===== src/hdl/pps_pkg.sv =====
// Package for the periodic poll scheduler: heap entry type, sequencer states,
// function and status codes. No dependencies.
`default_nettype none

package pps_pkg;

  localparam int ID_W   = 16;
  localparam int PER_W  = 16;
  localparam int DUE_W  = 40;
  localparam int FUNC_W = 2;
  localparam int STAT_W = 2;

  // Due time sits in the top bits so that one unsigned compare of the whole
  // entry orders by due time, then id, then period.
  typedef struct packed {
    logic [DUE_W-1:0] due;
    logic [ID_W-1:0]  user;
    logic [PER_W-1:0] period;
  } entry_t;

  localparam int ENTRY_W = $bits(entry_t);

  typedef enum logic [FUNC_W-1:0] {
    FUNC_ADD   = 2'd0,
    FUNC_SERVE = 2'd1,
    FUNC_CLEAR = 2'd2,
    FUNC_NONE  = 2'd3
  } func_t;

  typedef enum logic [STAT_W-1:0] {
    STAT_OK    = 2'd0,
    STAT_FULL  = 2'd1,
    STAT_EMPTY = 2'd2
  } status_t;

  typedef enum logic [3:0] {
    ST_IDLE,
    ST_UP_RD,
    ST_UP_CMP,
    ST_ROOT,
    ST_DN_RD,
    ST_DN_SEL,
    ST_DN_CMP,
    ST_WR,
    ST_DONE
  } state_t;

endpackage

`default_nettype wire


===== src/hdl/pps_cmp.sv =====
// Shared entry comparator: tells whether entry a must be served before b.
// Depends on pps_pkg.
`default_nettype none

module pps_cmp (
  input  wire pps_pkg::entry_t a,
  input  wire pps_pkg::entry_t b,
  output logic                 a_first
);

  // Packed order is due, id, period, so a plain compare is lexicographic.
  assign a_first = (a < b);

endmodule

`default_nettype wire


===== config.mk =====
export PLATFORM = sky130hd
export DESIGN_NAME = pps_cmp
export DESIGN_NICKNAME = d
export VERILOG_FILES = /design/src/hdl/pps_pkg.sv /design/src/hdl/pps_cmp.sv
export SDC_FILE = /design/constraint.sdc
export NUM_CORES = 1
export LEC_CHECK = 0
export ABC_AREA = 0
export BUFFER_PORTS_ARGS = -buffer_cell sky130_fd_sc_hd__buf_2
export CAP_MARGIN = 20
export CORE_MARGIN = 2
export CORE_UTILIZATION = 42
export DETAILED_ROUTE_END_ITERATION = 7
export PLACE_DENSITY = 0.86
export SLEW_MARGIN = 20
export SYNTH_ARGS = -nofsm -noshare
export SYNTH_HDL_FRONTEND = slang
export SYNTH_SLANG_ARGS = --single-unit

===== constraint.sdc =====
create_clock -name vclk -period 1.9
set_input_delay 0.095 -clock vclk [all_inputs]
set_output_delay 0.095 -clock vclk [all_outputs]
set_load 0.01 [all_outputs]

Word level (Yosys, flattened, before mapping)
Cells that the tools add are included.
- magnitude comparators: 1
- operators with widths (kind ; count):
    $lt 72x72->1 ; 1
- register bits: 0
- input bits: 144
- logic and storage cells: 1

Longest topological paths before layout
- depth in word-level cells: 1
- mapped depth: 9
- gate-level depth less buffers: 9

Worst setup path after synthesis
Ideal clock, no wire load.
- path type: input-to-output
- start: in b[29] (netlist bit)
- end: out a_first
- data arrival time: 1.673 ns
- setup slack: 0.132 ns
- stages on the path: 9
- path buffers: 0
- path through: inv_1 -> ha_1 -> a21o_1 -> a21o_1 -> a221oi_2 -> nor2_1 -> a211oi_2 -> o31ai_1 -> a311oi_1
- longest elaborated chain between the ends: 1
- ends and longest elaborated chain (element ; line ; source):
    start, declared ; pps_cmp.sv:7 ; input wire pps_pkg::entry_t b,
    $lt 72x72->1 ; pps_cmp.sv:12 ; assign a_first = (a < b);
    end, declared ; pps_cmp.sv:8 ; output logic a_first
Every way passes these cells.

Worst setup path in the final report
Same ends and word-level chain as after synthesis.

==> reports/results.tsv <==
metric	value	unit
Die ar.	0.00477	sq mm
Net Count, Synth	469	
CTS hold repair buffers	0	
Synth area leaders	ha_1 50%, inv_1 16%, a21oi_1 8.2%, nand4_1 4.2%, nand2_1 3.6%	
Yosys top cell area share	49.9	%
average routed wire per standard cell	11.9	microns
flip-flop and latch area	0	sq um
Leakage Power	1.75	nW
Max VDD drop	0.0926	mV
# rows	23	
Filler Cell Count	322	
worst slew pin tran	0.256	ns
CP endpoint kind	output pin	
PD cells	199	mW/mm^2
Final Util	70.3	%
Ports	145	
required time of the critical path	1.80	ns
min Tclk post-route	1.84	ns
n_diodes	0	
arrival time at the worst endpoint	1.75	ns
Synth area leader	ha_1	
Seq cells	0	
Layout area overhead	59.2	%
Detailed Place HPWL	4610	microns
most used cell, CP	a21o_1	
Placeable Area	0.00403	sq mm
CP Max Fanout	2	
Die W	69.1	microns
register area share after synthesis	0	%
placed cells	450	
total track usage	20.1	%
dpl cell area	0.00257	sq mm
Final Cell Area	0.00283	sq mm
Nets	617	
clock buffers	0	
final hold vios	0	
Detail Route Antenna Nets	0	
initial antenna violation count	0	
1st-iter DRT viols	18	
final cell count without fillers	450	
fmax	543	MHz
layout cells sized above 1	45.8	%
Hold WS	0.716	ns
fin. max-slew vios	0	
Tot Pwr	564	uW
Port Buffers	145	
Synth cell types	24	
post-route clock period utilization	96.9	%
final wirelength	5360	microns
vias after detailed routing	2244	
Final GP Congestion	0.834	
Initial Util	44.2	%
worst setup margin	0.0582	ns
largest net degree at the start of global routing	4	
CP Launch Type	primary input	
dpl ws	-0.0755	ns
DR pass1 iterations	4	
RSZ-0062 raised after global routing	true	
critical path class	in -> out	
GRT overflow	0	
die height	69.1	microns
result of the run	finished, final reports clean	
final setup vio count	0	
vias in the first global route	2233	
synth warn	0	
Synth Instances	254	
first-pass GRT wire length	8550	microns
relative slew slack	82.8	%
Critical Path, Cell by Cell	buf_6 > inv_4 > ha_4 > a21o_1 > a21o_1 > a221oi_2 > nor2_1 > a211oi_2 > o31ai_2 > a311oi_1 > buf_2	
Slowest Stage Delay on Critical Path	0.26	ns
Max-cap violations	0	
mapped cell area	0.00178	sq mm
Avg Cell Area, Syn	7.00	sq um
slowest CP cell	a311oi_1	
Min-Delay Path Class	in -> out	
Residual DRC	0	
Vias/cell	4.99	
Setup TNS	0	ns
cells by family (layout without fill, tap and decap cells):
kind of cell	after synthesis	after routing	share of synthesized area, %
buffers and inverters	74	220	15.6
adders and majority gates	71	71	49.9
AOI/OAI and AO/OA	61	61	20.9
and+or+nand+nor	48	48	13.6
metal layers:
layer / global-route usage (%) / vias to the layer above / routed length, microns / part of all wire (%)
met1: 21.8 / 972 / 1920 / 36
met2: 40.9 / 96 / 2910 / 54
met5: 0 / - / 0 / 0
met4: 2.61 / 0 / 102 / 1.9
li1: - / 1164 / - / -
met3: 3.36 / 12 / 425 / 7.9
repair_timing:
action,in CTS,in global routing
setup buffers,0,0
setup endpoints to repair,1,1
pin swaps,2,21
resized for setup,5,38
worst max-delay path: cells and delay by family:
kind	cells	cell delay (ns)
and+or+nand+nor	1	0.08
AOI/OAI and AO/OA	6	1.05
buffers and inverters	3	0.33
adders and majority gates	1	0.20
cell type report:
| class | instances | area [sq um] | share of cell area, % |
|---|---|---|---|
| multi-input cells | 180 | 1740 | 61.5 |
| repair buffers | 146 | 746 | 26.3 |
| inverters | 74 | 283 | 9.98 |
| well taps | 50 | 62.6 | 2.21 |
final timing paths:
| path | from | to | slack, ns | cells past startpoint |
|---|---|---|---|---|
| min | a[71] | a_first | 0.72 | 6 |
| max | b[29] | a_first | 0.06 | 11 |
report_power, final:
part           internal (mW)  switching, mW
logic                  0.303          0.261
registers                  0              0
clock network              0              0
cells in the mapped netlist (2+ instances only):
library cell,number
nand2_1,17
a211oi_1,4
o21ai_0,12
inv_1,74
nor2_1,5
a21oi_1,29
nor2b_1,2
a21o_1,8
nand4_1,12
nand2b_1,2
ha_1,71
nand3_1,3
nor4_1,2
nor3_1,3
placed cells by master, fill, tap and decap left out, types with 3 or more instances in the layout:
master / count
a211oi_2: 3
a21o_1: 8
a21oi_1: 20
a21oi_2: 9
buf_2: 143
ha_1: 58
ha_4: 13
inv_1: 70
nand2_1: 17
nand3_1: 3
nand4_1: 12
nor2_1: 5
o21ai_0: 8
o21ai_1: 3
Power figures use the tool's default switching activity.
